<file path="config.mk">
export PLATFORM = sky130hd
export DESIGN_NAME = sus_cell
export DESIGN_NICKNAME = d
export VERILOG_FILES = /design/src/hw/rtl/sus_pkg.sv /design/src/hw/rtl/sus_cell.sv
export SDC_FILE = /design/constraint.sdc
export NUM_CORES = 1
export LEC_CHECK = 0
export BUFFER_PORTS_ARGS = -buffer_cell sky130_fd_sc_hd__clkbuf_2
export CAP_MARGIN = 30
export CORE_ASPECT_RATIO = 1.4
export CORE_MARGIN = 10
export CORE_UTILIZATION = 48
export CTS_CLUSTER_SIZE = 24
export DETAILED_ROUTE_END_ITERATION = 7
export PLACE_DENSITY = 0.95
export SLEW_MARGIN = 20
export SYNTH_ARGS = -nofsm -noshare
export SYNTH_HDL_FRONTEND = slang
export SYNTH_SLANG_ARGS = --single-unit
</file>
<file path="constraint.sdc">
create_clock -name clk -period 6.9 [get_ports clk]
set_input_delay 0.69 -clock clk [delete_from_list [all_inputs] [get_ports clk]]
set_output_delay 0.69 -clock clk [all_outputs]
set_load 0.02 [all_outputs]
</file>
<file path="src/hw/rtl/sus_pkg.sv">
`timescale 1ns / 1ps

package sus_pkg;

    localparam int VAL_W       = 32;
    localparam int OP_W        = 2;
    localparam int STATUS_W    = 3;
    localparam int OCC_W       = 6;
    localparam int IN_TDATA_W  = 40;
    localparam int OUT_TDATA_W = 48;
    localparam int OUT_PAD_W   = OUT_TDATA_W - STATUS_W - VAL_W - OCC_W;

    typedef enum logic [OP_W-1:0] {
        OP_INSERT = 2'd0,
        OP_DELETE = 2'd1,
        OP_DUMP   = 2'd2
    } op_t;

    typedef enum logic [STATUS_W-1:0] {
        ST_INSERTED  = 3'd0,
        ST_DUPLICATE = 3'd1,
        ST_DELETED   = 3'd2,
        ST_NOTFOUND  = 3'd3,
        ST_FULL      = 3'd4,
        ST_DUMP      = 3'd5,
        ST_EMPTY     = 3'd6
    } status_t;

    typedef enum logic [1:0] {
        CELL_HOLD,
        CELL_INSERT,
        CELL_DELETE,
        CELL_ROTATE
    } cell_op_t;

    typedef struct packed {
        cell_op_t                 op;
        logic signed [VAL_W-1:0]  operand;
    } cell_ctrl_t;

endpackage

</file>
<file path="src/hw/rtl/sus_cell.sv">
`timescale 1ns / 1ps

module sus_cell #(
    parameter int IDX   = 0,
    parameter int CNT_W = 6
) (
    input  logic                             clk,
    input  sus_pkg::cell_ctrl_t              ctrl,
    input  logic [CNT_W-1:0]                 count,
    input  logic signed [sus_pkg::VAL_W-1:0] left_val,
    input  logic                             left_lt,
    input  logic signed [sus_pkg::VAL_W-1:0] right_val,
    input  logic                             right_occ,
    input  logic signed [sus_pkg::VAL_W-1:0] head_val,
    output logic signed [sus_pkg::VAL_W-1:0] val,
    output logic                             occ,
    output logic                             lt,
    output logic                             eq
);

    localparam logic [CNT_W-1:0] IDX_C = CNT_W'(IDX);

    logic signed [sus_pkg::VAL_W-1:0] val_reg;
    logic signed [sus_pkg::VAL_W-1:0] val_next;

    assign occ = IDX_C < count;
    assign lt  = occ && (val_reg < ctrl.operand);
    assign eq  = occ && (val_reg == ctrl.operand);
    assign val = val_reg;

    always_comb
    begin
        case (ctrl.op)
            sus_pkg::CELL_INSERT:
            begin
                if (lt)
                    val_next = val_reg;
                else if (left_lt)
                    val_next = ctrl.operand;
                else
                    val_next = left_val;
            end
            sus_pkg::CELL_DELETE:
            begin
                val_next = lt ? val_reg : right_val;
            end
            sus_pkg::CELL_ROTATE:
            begin
                val_next = right_occ ? right_val : head_val;
            end
            default:
            begin
                val_next = val_reg;
            end
        endcase
    end

    always_ff @(posedge clk)
    begin
        val_reg <= val_next;
    end

endmodule

</file>
==> results_dict.tcl, run 1 <==
set metrics [dict create \
    hold_viol 0 \
    die_h_um 112 \
    place_inst 535 \
    path_cells "clkbuf_2, inv_1, ha_1, nand4_1, nor3_1, a21boi_0, o41ai_1, a21boi_0, nor3_1, clkbuf_2" \
    maxCapViolations 0 \
    drtIter0Drc 108 \
    startpoint_type "input pin" \
    drive_gt1_share_pct 40.8 \
    rsz0062_at_grt "no" \
    ys_seq_area_share_pct 33.2 \
    fin_crit_sh_pct 50.3 \
    slew_viol_final 0 \
    postCtsSetupBuffers 0 \
    yosysTopAreaCell "edfxtp_1" \
    clk_pin_slew_ns 0.07 \
    fin_worst_skew_ns 0.00452 \
    layout_common_cells "clkbuf_2, a21oi_1, inv_1, nor2b_1, a211oi_1" \
    max_freq_ghz 0.288 \
    diodes 0 \
    cp_top_family "compound AO/OA/AOI/OAI gates" \
    largest_reg_flops 32 \
    synth_area_um2 2900 \
    globalplace.congestion 0.804 \
    vdd_drop_max_mv 0.135 \
    viasPerCell 5.65 \
    nNetsFinal 643 \
    clockRootBuffer "clkbuf_8" \
    run_status "finished clean" \
    setup_tns_ns 0 \
    grt_use_total_pct 19.5 \
    avgSynthCellArea_um2 9.47 \
    setup_violations 0 \
    endpoint_kind "output port" \
    ctsHoldBuffers 0 \
    antenna_found_initial 0 \
    wirelength_um 9750 \
    grt_max_degree 47 \
    post_cts_resized 0 \
    final_common_cell "clkbuf_2" \
    yosys.cell_types.count 36 \
    cts_tree "done" \
    die_width_um 85.7 \
    portBuffers 173 \
    power_frac_seq_pct 36.2 \
    wl_per_cell_um 17.9 \
    critical_path.max_stage_delay_ns 0.66 \
    ios 174 \
    clock_latency_ns 0.28 \
    cp_slowest_cell "o41ai_1" \
    cts.htree.levels 2 \
    clkSinkCount 32 \
    synthFlopType "edfxtp_1" \
    ys_ff_latch 32 \
    syn_nets 477 \
    start_util_pct 49.4 \
    tightest_slew_ns 0.738 \
    first_pass_iters 4 \
    overflow 0 \
    p_per_area_nw_per_um2 205 \
    dieArea_um2 9590 \
    leakagePower_uw 0.00208 \
    p_sw_share_pct 37.1 \
    fp.coreArea_um2 5860 \
    synthCells 306 \
    rows 33 \
    internal_power_uw 513 \
    combPwrFrac_pct 41.5 \
    area.growth.synth_to_final_pct 36.9 \
    drc 0 \
    grt_pass1_vias 3290 \
    ys_async_sr_fraction_pct 0 \
    finalCriticalPeriod_ns 3.47 \
    p_sw_uw 302 \
    ys_top_cells_by_area "edfxtp_1, ha_1, mux2i_1" \
    cp_num_buf_inv 3 \
    critical_path_arrival_ns 2.78 \
    via_count 3070 \
    p_clk_share_pct 22.4 \
    path_class "in2out" \
    cts_made_buffers 5 \
    ant_nets 0 \
    worstPathRequired_ns 6.21 \
    grt_pass1_wl_um 15500 \
    slew_headroom_pct 49.5 \
    crit_fanout 3 \
    synth_edf_count 32 \
    layoutNonFillerInstCount 543 \
    yosysTopAreaCellShare_pct 33.2 \
    fillCellCount 464 \
    yosys_warnings 0 \
    dpl.hpwl_um 8220 \
    min_path_type "in2reg" \
    clockBufferDepth 2 \
]
==> cell usage after synthesis, types with 4 or more instances <==
| cell | count |
|---|---|
| nor3_1 | 4 |
| a211oi_1 | 33 |
| a21oi_1 | 45 |
| clkbuf_1 | 12 |
| edfxtp_1 | 32 |
| nand4_1 | 7 |
| mux2i_1 | 32 |
| inv_1 | 33 |
| nand2_1 | 6 |
| nor2b_1 | 33 |
| buf_2 | 4 |
| ha_1 | 32 |
==> cell type report <==
class | instances | area [um^2] | share of cell area, %
Timing Repair Buffer | 177 | 928 | 23.4
Multi-Input combinational cell | 223 | 1750 | 44.2
Clock buffer | 5 | 68.8 | 1.74
Sequential cell | 32 | 961 | 24.2
Inverter | 33 | 124 | 3.12
Clock inverter | 3 | 42.5 | 1.07
Tap cell | 70 | 87.6 | 2.21
==> stage by stage <==
step	util, %	setup WS, ns	area [um^2]	total power [uW]	hold WS [ns]
final	67.6	3.43	3970	815	0.778
after global routing	67.6	3.29	3970	868	0.781
after CTS	67.6	3.43	3970	821	0.767
after detailed placement	65.7	3.44	3850	638	1.06
after global placement	64.9	3.47	3810	619	1.05
after floorplan	-	2.53	2900	502	0.943
==> layer usage <==
layer	up-vias	GRT usage, %	part of all wire, %
li1	1476	-	-
met1	1432	18.9	35
met2	136	37.0	55
met3	26	6.05	7.5
met4	0	7.05	2.9
met5	-	0	0
==> power by group through the flow <==
stage / clock, uW / combinational [uW] / sequential [uW]
after global routing: 195 / 374 / 299
after floorplan: 0 / 154 / 347
after global placement: 0 / 324 / 295
after CTS: 185 / 341 / 295
after detailed placement: 0 / 339 / 299
final: 182 / 338 / 295
==> kinds of logic after synthesis <==
group / count (synthesis) / synth area share (%)
AO/OA/AOI/OAI: 93 / 20.6
multiplexers: 32 / 11.1
AND/OR/NAND/NOR: 66 / 14.6
flip-flops: 32 / 33.2
buffers and inverters: 51 / 6.78
adder cells (fa/ha/maj): 32 / 13.8
==> final timing paths <==
check | startpoint | to | slack (ns) | cells past startpoint
setup reg to reg | val[15] | val[23] | 4.03 | 8
hold / removal | ctrl[29] | val[29] | 0.78 | 3
setup / recovery | ctrl[15] | lt | 3.43 | 10
hold reg to reg | val[28] | val[10] | 1.51 | 6
==> worst reg2reg max path: stages (launching register included) <==
cell	delay, ns
edfxtp_1	0.42
ha_1	0.34
nand4_1	0.19
nor3_1	0.26
a21boi_0	0.26
o41a_2	0.20
nor4_1	0.07
a2111oi_4	0.32
buf_4	0.44
Power figures use the tool's default switching activity.
==> run 2: changes to the inputs <==
--- a/config.mk
+++ b/config.mk
@@ -5,14 +5,15 @@
 export SDC_FILE = /design/constraint.sdc
 export NUM_CORES = 1
 export LEC_CHECK = 0
+export ABC_AREA = 1
 export BUFFER_PORTS_ARGS = -buffer_cell sky130_fd_sc_hd__clkbuf_2
 export CAP_MARGIN = 30
 export CORE_ASPECT_RATIO = 1.4
 export CORE_MARGIN = 10
-export CORE_UTILIZATION = 48
+export CORE_UTILIZATION = 44
 export CTS_CLUSTER_SIZE = 24
 export DETAILED_ROUTE_END_ITERATION = 7
-export PLACE_DENSITY = 0.95
+export PLACE_DENSITY = 0.88
 export SLEW_MARGIN = 20
 export SYNTH_ARGS = -nofsm -noshare
 export SYNTH_HDL_FRONTEND = slang
==> constraint.sdc (replaced) <==
create_clock -name clk -period 3.6 [get_ports clk]
set_input_delay 0.36 -clock clk [delete_from_list [all_inputs] [get_ports clk]]
set_output_delay 0.36 -clock clk [all_outputs]
set_load 0.02 [all_outputs]
==> run 2 against run 1 <==
Effect of this change: synthesized area is essentially flat; clock power grew 45%; cell area shrank 2.1%; total power grew 83%.
==> results_dict.tcl, run 2 <==
set metrics [dict create \
    run_status "finished clean" \
    placed_cell_area_um2 3800 \
    yosys_warnings 0 \
    dp_slack_ns 0.914 \
    r2r_start "val[31]" \
    largest_reg_flops 32 \
    area.growth.synth_to_final_pct 34.1 \
    reg2reg_depth 12 \
    layoutNonFillerInstCount 623 \
    clock_latency_ns 0.28 \
    yosysTopAreaCell "edfxtp_1" \
    fp.coreArea_um2 6300 \
    clkSinkCount 32 \
    yosysMostFrequentCell "nand3_1" \
    hold_viol 0 \
    critical_path_arrival_ns 2.56 \
    viasPerCell 5.52 \
    die_width_um 88.6 \
    fin_crit_sh_pct 71.5 \
    globalplace.congestion 0.863 \
    clockBufferDepth 2 \
    cts.htree.levels 2 \
    synth_edf_count 32 \
    ant_nets 0 \
    drtIter0Drc 214 \
    ys_ff_latch 32 \
    path_class "reg2reg" \
    ys_async_sr_fraction_pct 0 \
    postCtsSetupBuffers 0 \
    final_common_cell "clkbuf_2" \
    grt_max_degree 47 \
    clockRootBuffer "clkbuf_8" \
    wirelength_um 10800 \
    stdcell_area_um2 3880 \
    endpoint_kind "flip-flop" \
    worstPathRequired_ns 3.58 \
    reg2reg_to "val[4]" \
    ys_top_cells_by_area "edfxtp_1, ha_1, nand3_1" \
    avgSynthCellArea_um2 7.45 \
    max_freq_ghz 0.388 \
    slew_viol_final 0 \
    yosys.cell_types.count 24 \
    start_util_pct 46.0 \
    via_count 3441 \
    fin_hold_ws_ns 0.383 \
    rows 34 \
    setup_violations 0 \
    synthCells 389 \
    syn_nets 560 \
    worstHoldStart "left_val[18]" \
    clk_pin_slew_ns 0.07 \
    wl_per_cell_um 17.3 \
    drive_gt1_share_pct 34.8 \
    vdd_drop_max_mv 0.253 \
    grt_pass1_vias 3634 \
    startpoint_type "flip-flop" \
    slew_headroom_pct 53.3 \
    nNetsFinal 721 \
    tightest_slew_ns 0.700 \
    ios 174 \
    setup_ws_ns 1.03 \
    dpl.hpwl_um 8880 \
    layout_common_cells "clkbuf_2, nand3_1, nand2_1" \
    overflow 0 \
    finalCriticalPeriod_ns 2.57 \
    rrSetupSlack_ns 1.03 \
    portBuffers 173 \
    ys_seq_area_share_pct 33.2 \
    die_h_um 116 \
    synth_area_um2 2900 \
    setup_tns_ns 0 \
    antenna_found_initial 0 \
    cts_tree "done" \
    p_per_area_nw_per_um2 384 \
    cts_made_buffers 5 \
    grt_pass1_wl_um 16500 \
    ys_top_cells_by_count "nand3_1, nand2_1, inv_1, a21oi_1, o21ai_0" \
    ctsHoldBuffers 0 \
    fin_worst_skew_ns 0.0112 \
    leakagePower_uw 0.00210 \
    crit_fanout 21 \
    hold_end "val[18]" \
    grt_use_total_pct 20.2 \
    synthFlopType "edfxtp_1" \
    drc 0 \
    first_pass_iters 5 \
    rsz0062_at_grt "no" \
    diodes 0 \
    min_path_type "in2reg" \
    maxCapViolations 0 \
    place_inst 615 \
    yosysTopAreaCellShare_pct 33.2 \
    hold-path-cell-count 3 \
    post_cts_resized 0 \
    dieArea_um2 10300 \
]
-- run 2: changes by cell type after synthesis, sizes merged, moves of 4 or more --
cell    change
nor3        -4
nand2      +47
nand3      +53
a211oi     -33
o221ai      +7
o21ai      +36
nor2b      -33
buf         +5
inv        +19
nor2       +22
nand4      +16
a21oi       -8
mux2i      -32
-- run 2: how the worst max path moves through the flow --
stage / to / slack (ns) / startpoint
floorplan: val[0] / 0.98 / val[31]
CTS: val[4] / 0.97 / val[31]
global route: val[4] / 0.74 / val[14]
global placement: val[22] / 0.98 / ctrl[31]
detailed placement: val[20] / 0.91 / ctrl[31]
finish: val[4] / 1.03 / val[31]
-- run 2: metal layers --
| layer | share of wire (%) | GRT usage (%) | vias up |
|---|---|---|---|
| li1 | - | - | 1693 |
| met1 | 35 | 19.6 | 1548 |
| met2 | 53 | 38.0 | 177 |
| met3 | 9.2 | 6.04 | 23 |
| met4 | 3.1 | 8.76 | 0 |
| met5 | 0 | 0 | - |
-- run 2: final cells by class --
type,count,area (um^2)
flip-flops and latches,32,961
clock inverters,3,13.8
well taps,72,90.1
clock buffers,5,68.8
repair buffers,178,916
multi-input cells,281,1640
inverters,52,195
fillers,604,2410
-- run 2: critical path, cell delays in order, from the launching register on --
cell      delay [ns]
edfxtp_1        0.39
ha_1            0.36
nand2_1         0.11
nor2_2          0.14
nand4_2         0.11
nor2_2          0.16
nand2_1         0.08
nand2_1         0.06
nand2_1         0.06
nand3_2         0.07
nand2_1         0.05
nand2_1         0.43
buf_12          0.25
-- run 2: cell families (layout without fill, tap and decap cells) --
logic type	after synthesis	count (layout)	synth area share (%)
AO/OA/AOI/OAI	88	88	16.6
adder cells (fa/ha/maj)	32	32	13.8
buffers and inverters	76	238	10.2
flip-flops	32	32	33.2
AND/OR/NAND/NOR	161	161	26.2
-- run 2: through the flow --
stage	utilization, %	total power (uW)
floorplan	-	965
global placement	60.4	1210
detailed placement	60.4	1240
CTS	61.7	1500
global route	61.7	1600
finish	61.7	1490
-- run 2: power by group --
group	internal [uW]	total (uW)	switching, uW
sequential	521	567	45.7
clock	131	263	132
combinational	246	661	415
